**config.mk**
```make
export PLATFORM = sky130hd
export DESIGN_NAME = ppmd_cfg
export DESIGN_NICKNAME = d
export VERILOG_FILES = /design/src/rtl/ppmd_pkg.sv /design/src/rtl/ppmd_cfg.sv
export SDC_FILE = /design/constraint.sdc
export NUM_CORES = 1
export LEC_CHECK = 0
export BUFFER_PORTS_ARGS = -buffer_cell sky130_fd_sc_hd__buf_2
export CORE_ASPECT_RATIO = 1.2
export CORE_MARGIN = 1.5
export CORE_UTILIZATION = 31
export CTS_CLUSTER_DIAMETER = 150
export DETAILED_ROUTE_END_ITERATION = 8
export PLACE_DENSITY = 0.55
export SETUP_SLACK_MARGIN = 0.2
export SLEW_MARGIN = 10
export SYNTH_ARGS = -nofsm -noshare
export SYNTH_HDL_FRONTEND = slang
export SYNTH_SLANG_ARGS = --single-unit
export TNS_END_PERCENT = 50
```
**constraint.sdc**
```tcl
create_clock -name clk -period 1.9 [get_ports clk]
set_input_delay 0.38 -clock clk [delete_from_list [all_inputs] [get_ports clk]]
set_output_delay 0.38 -clock clk [all_outputs]
set_load 0.05 [all_outputs]
```
**src/rtl/ppmd_pkg.sv**
```systemverilog
// Shared types, register indexes and constants of the PPM frame decoder.
package ppmd_pkg;

  localparam int CHANNELS = 8;
  localparam int CH_W     = $clog2(CHANNELS);

  typedef enum logic [2:0] {
    ST_IGNORED  = 3'd0,
    ST_SYNC     = 3'd1,
    ST_STORED   = 3'd2,
    ST_JUMP     = 3'd3,
    ST_BADWIDTH = 3'd4,
    ST_DONE     = 3'd5
  } status_t;

  localparam logic [2:0] REG_WATCHED_PIN   = 3'd0;
  localparam logic [2:0] REG_FRAME_GAP_MIN = 3'd1;
  localparam logic [2:0] REG_PULSE_MIN     = 3'd2;
  localparam logic [2:0] REG_PULSE_MAX     = 3'd3;
  localparam logic [2:0] REG_JUMP_PERCENT  = 3'd4;

  localparam logic [15:0] RST_WATCHED_PIN   = 16'd256;
  localparam logic [19:0] RST_FRAME_GAP_MIN = 20'd2500;
  localparam logic [15:0] RST_PULSE_MIN     = 16'd1000;
  localparam logic [15:0] RST_PULSE_MAX     = 16'd2000;
  localparam logic [6:0]  RST_JUMP_PERCENT  = 7'd15;

  localparam logic [15:0] LAST_RESET = 16'd1500;
  localparam logic [6:0]  PCT_SCALE  = 7'd100;

  typedef struct packed {
    logic [15:0] watched_pin;
    logic [19:0] frame_gap_min;
    logic [15:0] pulse_min;
    logic [15:0] pulse_max;
    logic [6:0]  jump_percent;
  } cfg_t;

  // stick and switch order: source channel for each mapped output
  function automatic logic [CH_W-1:0] map_src(input logic [CH_W-1:0] slot);
    logic [CH_W-1:0] src;
    unique case (slot)
      3'd2:    src = 3'd3;
      3'd3:    src = 3'd2;
      default: src = slot;
    endcase
    return src;
  endfunction

endpackage

```
**src/rtl/ppmd_cfg.sv**
```systemverilog
// Configuration registers of the PPM frame decoder behind an APB-style port.
module ppmd_cfg (
  input  logic                clk,
  input  logic                rst_n,
  input  logic                psel,
  input  logic                penable,
  input  logic                pwrite,
  input  logic [4:0]          paddr,
  input  logic [31:0]         pwdata,
  output logic [31:0]         prdata,
  output logic                pready,
  output ppmd_pkg::cfg_t      cfg
);

  ppmd_pkg::cfg_t cfg_r;
  logic [2:0]     reg_idx;
  logic           wr_en;

  assign reg_idx = paddr[4:2];
  assign wr_en   = psel && penable && pwrite;
  assign pready  = 1'b1;
  assign cfg     = cfg_r;

  always_ff @(posedge clk) begin
    if (!rst_n) begin
      cfg_r.watched_pin   <= ppmd_pkg::RST_WATCHED_PIN;
      cfg_r.frame_gap_min <= ppmd_pkg::RST_FRAME_GAP_MIN;
      cfg_r.pulse_min     <= ppmd_pkg::RST_PULSE_MIN;
      cfg_r.pulse_max     <= ppmd_pkg::RST_PULSE_MAX;
      cfg_r.jump_percent  <= ppmd_pkg::RST_JUMP_PERCENT;
    end else if (wr_en) begin
      unique case (reg_idx)
        ppmd_pkg::REG_WATCHED_PIN:   cfg_r.watched_pin   <= pwdata[15:0];
        ppmd_pkg::REG_FRAME_GAP_MIN: cfg_r.frame_gap_min <= pwdata[19:0];
        ppmd_pkg::REG_PULSE_MIN:     cfg_r.pulse_min     <= pwdata[15:0];
        ppmd_pkg::REG_PULSE_MAX:     cfg_r.pulse_max     <= pwdata[15:0];
        ppmd_pkg::REG_JUMP_PERCENT:  cfg_r.jump_percent  <= pwdata[6:0];
        default: ;
      endcase
    end
  end

  always_comb begin
    unique case (reg_idx)
      ppmd_pkg::REG_WATCHED_PIN:   prdata = {16'd0, cfg_r.watched_pin};
      ppmd_pkg::REG_FRAME_GAP_MIN: prdata = {12'd0, cfg_r.frame_gap_min};
      ppmd_pkg::REG_PULSE_MIN:     prdata = {16'd0, cfg_r.pulse_min};
      ppmd_pkg::REG_PULSE_MAX:     prdata = {16'd0, cfg_r.pulse_max};
      ppmd_pkg::REG_JUMP_PERCENT:  prdata = {25'd0, cfg_r.jump_percent};
      default:                     prdata = 32'd0;
    endcase
  end

endmodule

```
Yosys cells after proc, flatten, opt, wreduce, memory -nomap -nowiden
Cells that the tools add are included.
Widths: inputs -> output; s select.
{"block": "totals", "reg_bits": 75, "input_bits": 42, "out_inout_bits": 108, "elab_cells": 18}
{"block": "op_classes", "eq_ne": 4, "n_mux": 1, "reduce_logical": 8}
{"operator": "$pmux 20 s5", "count": 1}
{"operator": "$reduce_and 2->1", "count": 5}
{"operator": "$eq 3x2->1 const B", "count": 2}
{"operator": "$eq 3x1->1 const B", "count": 1}
{"operator": "$eq 3x3->1 const B", "count": 1}
{"operator": "$logic_not 3->1", "count": 1}
{"operator": "$logic_and 1x1->1", "count": 2}

Depth between registers and ports, before layout
Gate-level depths: netlist of the first run.
{"block": "logic_depth", "depth_word": 3, "depth_mapped": 6, "depth_no_buf": 3}

Worst setup path after synthesis of the first run
Ideal clock, no wire load.
{"block": "synth_path", "kind": "input port to output port", "startpoint": "input port paddr[3]", "endpoint": "output port prdata[0]", "arrival_ns": 1.926, "required_ns": 1.520, "slack_ns": -0.406, "cell_stages": 5, "path_buffers": 3, "cell_sequence": "buf_2 -> buf_2 -> buf_2 -> a22oi_1 -> o22ai_1"}
{"block": "synth_between", "elab_chain_len": 2, "word_cells_on_any_way": 6, "cone_classes": "eq/ne: 4; mux: 1; reduce/logical: 1"}
{"item": "from (decl)", "line": "ppmd_cfg.sv:8", "text": "input logic [4:0] paddr,"}
{"item": "$eq 3x3->1 (tied with other cells)", "line": "ppmd_cfg.sv:44", "text": "unique case (reg_idx)"}
{"item": "$pmux 20 s5 *", "line": "ppmd_cfg.sv:44"}
{"item": "to (decl)", "line": "ppmd_cfg.sv:10", "text": "output logic [31:0] prdata,"}
Mark *: on every way between the ends. The rest lies on a longest branch, timed or not.

Worst setup path in the final report of the first run
{"block": "layout_path", "startpoint": "register cfg_r (netlist bit cfg[18])", "endpoint": "output port prdata[11]"}
{"block": "layout_between", "elab_chain_len": 1}
{"item": "from (decl)", "line": "ppmd_cfg.sv:15", "text": "ppmd_pkg::cfg_t cfg_r;"}
{"item": "$pmux 20 s5", "line": "ppmd_cfg.sv:44"}
No other way between the ends.

==> impl_metrics.toml, run 1 <==
[placement]
placed_cell_area_um2 = 4630
dp.cells = 650
gp_congestion = 0.779
dp_hpwl_um = 7960
io_buffers = 122

[cts]
clk_pin_slew_ps = 60
clkLatencyLatePin_ps = 330
clock_sinks = 75
ctsHtreeMaxLevel = 3
clock-root-buffer = "clkbuf_16"
numCtsBuffers = 9
cts_tree = "done"
cts_buffer_depth = 2

[yosys]
yosysTopAreaCellShare_pct = 42.1
ys_seq_area_share_pct = 42.1
synthDistinctLibCells = 34
synthCells = 372
synth_top_cell_by_area = "dfxtp_1"
ys_ff_latch = 75
syn_avg_cell_area_um2 = 9.60
ys.warnings.count = 0
synth.area.top_cells = "dfxtp_1 42%, mux2i_1 18%, nand2_1 7.8%"
synth_area_um2 = 3570

[setup_path]
cp.arrival_ps = 1430
rr_worst_depth = 3
cp_max_fo = 3
r2r_end = "cfg[17]"
reg2reg_from = "cfg[17]"
reg2reg_slack_ps = 1160
cp-start-kind = "flip-flop"
crit_start = "cfg[18]"
crit_required_ps = 1520
path_class = "reg -> out"
end_kind = "output pin"

[floorplanning]
die_h_um = 121
core_um2 = 11100
fp.dieArea_um2 = 12200
start_util_pct = 32.0
io_pins = 150
rows = 42
fp.dieW_um = 101

[timing]
max_freq_ghz = 0.554
finalClockSkew_ps = 0
period_minus_slack_ps = 1810
rsz0062_at_grt = "yes"
maxSlewViolCount = 0
final.period_utilization_pct = 95.0
whs_ps = 293
setup_viol = 0
timing.final.hold_violations = 0

[hold_path]
hold_depth = 3
hold_path.class = "in -> reg"
min-delay-start = "pwdata[17]"
min_to = "cfg[56]"

[finish]
area_growth_pct = 49.9
fin_util_pct = 48.0
stdcell_count = 677
largest_reg_flops = 75
layout_commonest_cell = "buf_2"
nets = 559
drive_gt1_share_pct = 48.3
final_cell_mix = "101 x buf_2, 74 x nand2_1, 63 x mux2i_1, 57 x dfxtp_1, 35 x buf_4"
stdcell_area_um2 = 5350

[routing]
remaining_drc_errors = 0
ant_nets = 0
routed.top_layer = "met4"
wl_met2_um = 5600
via_per_inst = 4.69
drt_iter0_drc = 98
wl_per_cell_um = 16.3
wirelength_um = 11000
met3_length_um = 623
wl_met1_um = 4540
num_vias = 3177
drt-pass1-iter-count = 4

[grt]
grt_pass1_vias = 3217
grt_max_degree = 66
gr-total-overflow = 0
grt_pass1_wl_um = 16900
grt_usage_pct = 18.5
antenna_found_initial = 1

[power_and_ir_drop]
vdd_ir_drop_max_uv = 374
powerDensity_nw_per_um2 = 751
p_leak_nw = 2.51

[run_status]
status = "finished, final reports clean"

[flow_run]
timing.max_cap.violations = 0
==> stage by stage <==
stage          TNS, ps  setup slack, ps  total power, mW
6_report             0             94.7             4.02
5_1_grt              0             67.5             4.15
4_1_cts              0             56.0             4.05
3_5_place_dp      -959             -109             2.13
3_3_place_gp      -810             -112             2.12
2_1_floorplan        0              108             2.00
==> cells by family after synthesis <==
group / share of synthesized area, %
AOI/OAI and AO/OA: 8.06
other: 0.210
DFF: 42.1
buffers and inverters: 7.92
muxes: 25.7
and+or+nand+nor: 16.1
==> metal layers <==
layer / vias to the layer above / track usage (%)
met2: 107 / 32.1
met1: 1497 / 21.8
li1: 1555 / -
met4: 0 / 7.12
met5: - / 0
met3: 18 / 4.39
==> worst max path at each step <==
stage                       to  slack, ps  depth (start not counted)
finish              prdata[11]         90                          3
global route        prdata[10]         70                          3
CTS                  prdata[2]         60                          7
detailed placement   prdata[2]       -110                          7
global placement     prdata[2]       -110                          7
floorplan            prdata[9]        110                          2
==> critical path: stages, from the launching register on <==
cell,delay [ps]
dfxtp_1,320
mux4_2,450
nor2b_2,160
buf_6,160
==> power by group <==
part           internal (mW)  leakage [nW]  switching, mW  total, mW
Combinational          0.205          1.75          0.358      0.563
Sequential              1.59         0.608         0.0101       1.60
Clock                   1.18         0.155          0.676       1.86
Total                   2.98          2.51           1.04       4.02
==> synth_stat cells <==
library cell and number:
conb_1 2, or3_1 2, buf_1 1, nand3_1 1, o21ai_0 6, nand4b_2 1, and3b_1 1, clkbuf_2 1
inv_2 1, a21oi_1 1, mux2_2 7, mux4_2 8, nand4_1 2, mux2i_1 63, buf_2 9, inv_1 11
buf_6 1, buf_4 15, dfxtp_1 75, o31ai_1 3, a31oi_1 1, nand3_2 1, nor2b_1 26, and3_1 6
nand4b_1 1, nor3_1 2, nor2_1 1, mux4_1 1, o22ai_1 7, a22oi_1 12, o211ai_1 12, nand2_1 74
clkbuf_1 16, and4b_1 1
==> area by class of cell <==
class                           instances  area, um^2
Multi-Input combinational cell        253        2070
Clock inverter                          6        88.8
Clock buffer                           10         239
Fill cell                            1100        5790
Antenna cell                            1        2.50
Timing Repair Buffer                  166        1190
Sequential cell                        75        1520
Tap cell                              154         193
Inverter                               12        47.5
==> what timing repair did <==
action                                  CTS  global route
hold buffers                              0             0
endpoints found under the setup margin   20            20
gates resized for setup                  65            30
buffers inserted                          6             3
cloned                                    1             0
pin swaps                                 8             1
Power figures use the tool's default switching activity.
==> inputs of run 2 (changes only) <==
--- a/config.mk
+++ b/config.mk
@@ -11,6 +11,7 @@
 export CORE_UTILIZATION = 31
 export CTS_CLUSTER_DIAMETER = 150
 export DETAILED_ROUTE_END_ITERATION = 8
+export GPL_ROUTABILITY_DRIVEN = 0
 export PLACE_DENSITY = 0.55
 export SETUP_SLACK_MARGIN = 0.2
 export SLEW_MARGIN = 10
==> constraint.sdc (replaced) <==
create_clock -name clk -period 2 [get_ports clk]
set_input_delay 0.4 -clock clk [delete_from_list [all_inputs] [get_ports clk]]
set_output_delay 0.4 -clock clk [all_outputs]
set_load 0.05 [all_outputs]
==> run 2 against run 1 <==
Net effect: power down 9.0%; clock power shrank 13%; final cell count up 0.59%; non-clock buffer count rose by 4; via count increased by 0.22%; core utilization fell by 0.39 points; clock skew unchanged; critical endpoint is now prdata[15]; largest power group unchanged.
==> impl_metrics.toml, run 2 (synthesis gave the netlist of run 1 again) <==
[cts]
cts_tree = "done"
numCtsBuffers = 9
ctsHtreeMaxLevel = 3
clk_pin_slew_ps = 60
cts_buffer_depth = 2
clock_sinks = 75
clock-root-buffer = "clkbuf_16"
clkLatencyLatePin_ps = 340

[grt]
grt_max_degree = 100
gr-total-overflow = 0
grt_pass1_wl_um = 16900
grt_pass1_vias = 3137
grt_usage_pct = 18.3
antenna_found_initial = 1

[routing]
drt-pass1-iter-count = 4
drt_iter0_drc = 98
remaining_drc_errors = 0
wirelength_um = 10800
num_vias = 3184
via_per_inst = 4.68
wl_per_cell_um = 15.9
ant_nets = 0

[hold_path]
hold_path.class = "in -> reg"

[placement]
placed_cell_area_um2 = 4640
dp_hpwl_um = 7770
io_buffers = 122

[flow_run]
timing.max_cap.violations = 0

[floorplanning]
io_pins = 150
core_um2 = 11100
die_h_um = 121
rows = 42
fp.dieW_um = 101
start_util_pct = 32.0
fp.dieArea_um2 = 12200

[timing]
period_minus_slack_ps = 1820
timing.final.hold_violations = 0
setup_viol = 0
rsz0062_at_grt = "yes"
maxSlewViolCount = 0
max_freq_ghz = 0.551
finalClockSkew_ps = 0
final.period_utilization_pct = 90.8
whs_ps = 309

[power_and_ir_drop]
vdd_ir_drop_max_uv = 405
p_leak_nw = 2.53
p_switching_mw = 1.00
pwr-share-comb_pct = 14.3
sw_frac_of_total_pct = 27.4
clkPwrFrac_pct = 44.3
power_frac_seq_pct = 41.4
intPower_mw = 2.66
powerDensity_nw_per_um2 = 690

[setup_path]
cp-start-kind = "input port"
end_kind = "output pin"
cp.arrival_ps = 1420
cp_max_fo = 8
path_class = "in -> out"
crit_required_ps = 1600

[finish]
fin_util_pct = 47.6
layout_commonest_cell = "buf_2"
largest_reg_flops = 75
area_growth_pct = 48.7
final_cell_mix = "104 x buf_2, 74 x nand2_1, 63 x mux2i_1, 49 x dfxtp_1, 39 x buf_4"
stdcell_area_um2 = 5310
drive_gt1_share_pct = 48.5
nets = 563

[run_status]
status = "finished, final reports clean"
[run 2: cell count changes in the layout (fill, tap and decap cells not counted), moves of 4 or more]
cell	previous run	this run
dfxtp_1	57	49
dfxtp_2	18	26
a22oi_1	0	6
a22oi_2	12	6
buf_4	35	39
[run 2: final timing paths]
kind         startpoint    endpoint  slack (ps)  depth (start not counted)
max            paddr[2]  prdata[15]         180                          5
min          pwdata[17]     cfg[56]         310                          3
max reg2reg     cfg[17]     cfg[17]        1130                          4
min reg2reg     cfg[52]     cfg[52]         470                          2
[run 2: power by group through the flow]
stage	clock network, mW	registers, mW	logic (mW)
finish	1.62	1.52	0.524
floorplan	0	1.59	0.305
detailed placement	0	1.55	0.476
CTS	1.65	1.52	0.526
global route	1.72	1.52	0.556
global placement	0	1.55	0.473
[run 2: cell type report]
class / instances / area, um^2
timing repair buffer: 170 / 1190
fill: 1095 / 5830
multi-input combinational: 253 / 2040
inverter: 12 / 45.0
sequential: 75 / 1530
clock inverter: 7 / 68.8
clock buffer: 9 / 225
tap: 154 / 193
antenna: 1 / 2.50
[run 2: what timing repair did]
item | CTS | global route
hold buffers | 0 | 0
buffers inserted | 13 | 3
setup endpoints to repair | 16 | 16
gates resized for setup | 78 | 9
pin swaps | 6 | 5
[run 2: layer usage]
metal	wire length, um	vias to the layer above	track usage (%)	share of wire [%]
li1	-	1557	-	-
met1	4670	1509	22.3	43
met2	5390	112	31.1	50
met3	675	6	4.80	6.2
met4	99	0	5.99	0.91
met5	0	-	0	0
[run 2: worst max-delay path: stages]
cell and delay (ps):
buf_8 90, buf_12 130, mux4_2 490, nor2b_4 140, buf_6 150
[run 2: per-stage QoR]
| stage | TNS [ps] | worst slack, ps | std cells | power (mW) |
|---|---|---|---|---|
| 6_report | 0 | 184 | 681 | 3.66 |
| 5_1_grt | 0 | 151 | 680 | 3.79 |
| 4_1_cts | 0 | 172 | 677 | 3.69 |
| 3_5_place_dp | -227 | -49.3 | 648 | 2.02 |
| 3_3_place_gp | -151 | -38.1 | 648 | 2.02 |
| 2_1_floorplan | 0 | 143 | 383 | 1.90 |
==> inputs of run 3 (changes only) <==
--- a/config.mk
+++ b/config.mk
@@ -12,6 +12,7 @@
 export CTS_CLUSTER_DIAMETER = 150
 export DETAILED_ROUTE_END_ITERATION = 8
 export GPL_ROUTABILITY_DRIVEN = 0
+export GPL_TIMING_DRIVEN = 0
 export PLACE_DENSITY = 0.55
 export SETUP_SLACK_MARGIN = 0.2
 export SLEW_MARGIN = 10
==> run 3 against run 2 <==
Net effect: global-route usage grew 3.5 points; core utilization grew 0.98 points; hold slack lost 7.6 ps; die area stayed put; power up 2.2%; sequential share of layout area decreased by 0.93 points; non-clock buffer count rose by 10; largest cell class unchanged; flip-flop and latch count is the same; clock power about the same; routed wire length is 20% higher; fmax decreased by 2.3%; critical path depth unchanged.
==> impl_metrics.toml, run 3 (synthesis gave the netlist of run 1 again) <==
[grt]
use_met3_pct = 3.58
grt_max_degree = 13
grtUsageMet1_pct = 27.2
grt_busiest_layer = "met2"
grt_usage_pct = 21.8
gr-total-overflow = 0
use_met2_pct = 37.0
grt_pass1_wl_um = 19300
grt_pass1_vias = 3276
antenna_found_initial = 1

[setup_path]
crit_required_ps = 1600
cp-start-kind = "input port"
path_class = "in -> out"
path_cells = "buf_12 > buf_12 > mux4_2 > nor2b_4 > buf_6"
path_common_cell = "buf_12"
crit_slowest_cell = "mux4_2"
crit_family = "multiplexers"
cpPeakStageDelay_ps = 500
end_kind = "output pin"
cp.arrival_ps = 1460
cp_max_fo = 6
critPathBufInv = 3

[timing]
final.period_utilization_pct = 92.9
rsz0062_at_grt = "yes"
maxSlewViolCount = 0
setup_viol = 0
period_minus_slack_ps = 1860
setup_tns_ps = 0
timing.final.hold_violations = 0
tightest_slew_ps = 1010
slew_headroom_pct = 31.9
max_freq_ghz = 0.538
finalClockSkew_ps = 0

[finish]
stdcell_area_um2 = 5420
area_growth_pct = 51.7
final_cell_mix = "106 x buf_2, 74 x nand2_1, 64 x dfxtp_1, 63 x mux2i_1, 27 x buf_4"
drive_gt1_share_pct = 45.9
largest_reg_flops = 75
nets = 573
layout_commonest_cell = "buf_2"

[floorplanning]
fp.dieArea_um2 = 12200
rows = 42
io_pins = 150
core_um2 = 11100
start_util_pct = 32.0
die_h_um = 121
fp.dieW_um = 101

[routing]
ant_nets = 0
wl_per_cell_um = 18.9
via_per_inst = 4.87
num_vias = 3368
remaining_drc_errors = 0
drt-pass1-iter-count = 7
drt_iter0_drc = 152
wirelength_um = 13000

[hold_path]
hold_path.class = "in -> reg"

[placement]
placed_cell_area_um2 = 4560
io_buffers = 121
dp_hpwl_um = 8880

[cts]
clkLatencyLatePin_ps = 340
numCtsBuffers = 9
ctsHtreeMaxLevel = 3
clk_pin_slew_ps = 60
cts_buffer_depth = 2
clock_sinks = 75
clock-root-buffer = "clkbuf_16"
cts_tree = "done"

[power_and_ir_drop]
powerDensity_nw_per_um2 = 691
vdd_ir_drop_max_uv = 414
p_leak_nw = 2.56

[run_status]
status = "finished, final reports clean"

[flow_run]
timing.max_cap.violations = 0
-- run 3: where the power goes --
part           switching, mW  leakage (nW)  internal [mW]
clock network          0.652         0.144          0.974
logic                  0.371          1.81          0.226
registers             0.0103         0.606           1.51
total                   1.03          2.56           2.71
-- run 3: worst register-to-register path, delay by kind of cell, from the launching register on --
family | cells | cell delay (ps)
buf+inv | 1 | 130
flops | 1 | 320
mux | 1 | 70
simple gates | 1 | 50
-- run 3: per-layer routing --
metal,wire length (um),vias up
met5,0,-
met4,292,0
met3,774,23
met2,6370,135
met1,5590,1631
li1,-,1579
-- run 3: final cells by class --
cell class	count	area, um^2
well taps	154	193
clock buffers	13	280
multi-input cells	253	2080
diodes	1	2.50
fillers	1092	5730
flip-flops and latches	75	1520
repair buffers	137	926
plain buffers	43	352
clock inverters	3	20.0
inverters	12	45.0
-- run 3: worst paths after layout --
check,depth (start not counted),slack [ps],from,to
hold / removal,3,300,pwdata[17],cfg[56]
setup / recovery,5,140,paddr[3],prdata[9]
hold reg to reg,2,470,cfg[55],cfg[55]
setup reg to reg,3,1280,cfg[66],cfg[66]
-- run 3: per-stage QoR --
| step | utilization (%) | setup slack [ps] | total power, mW | hold WS, ps | std cells |
|---|---|---|---|---|---|
| after floorplan | - | 143 | 1.90 | 542 | 383 |
| after detailed placement | 40.9 | -399 | 2.03 | 457 | 658 |
| after global placement | 40.9 | -402 | 2.03 | 451 | 658 |
| after CTS | 47.9 | 149 | 3.74 | 297 | 685 |
| after global routing | 48.6 | 128 | 3.86 | 313 | 690 |
| final | 48.6 | 142 | 3.74 | 302 | 691 |
-- run 3: what timing repair did --
| action | CTS | global route |
|---|---|---|
| hold buffers | 0 | 0 |
| endpoints found under the setup margin | 20 | 24 |
| buffers inserted | 8 | 4 |
| gates resized for setup | 95 | 12 |
| gates cloned | 3 | 1 |
| pin swaps | 7 | 5 |
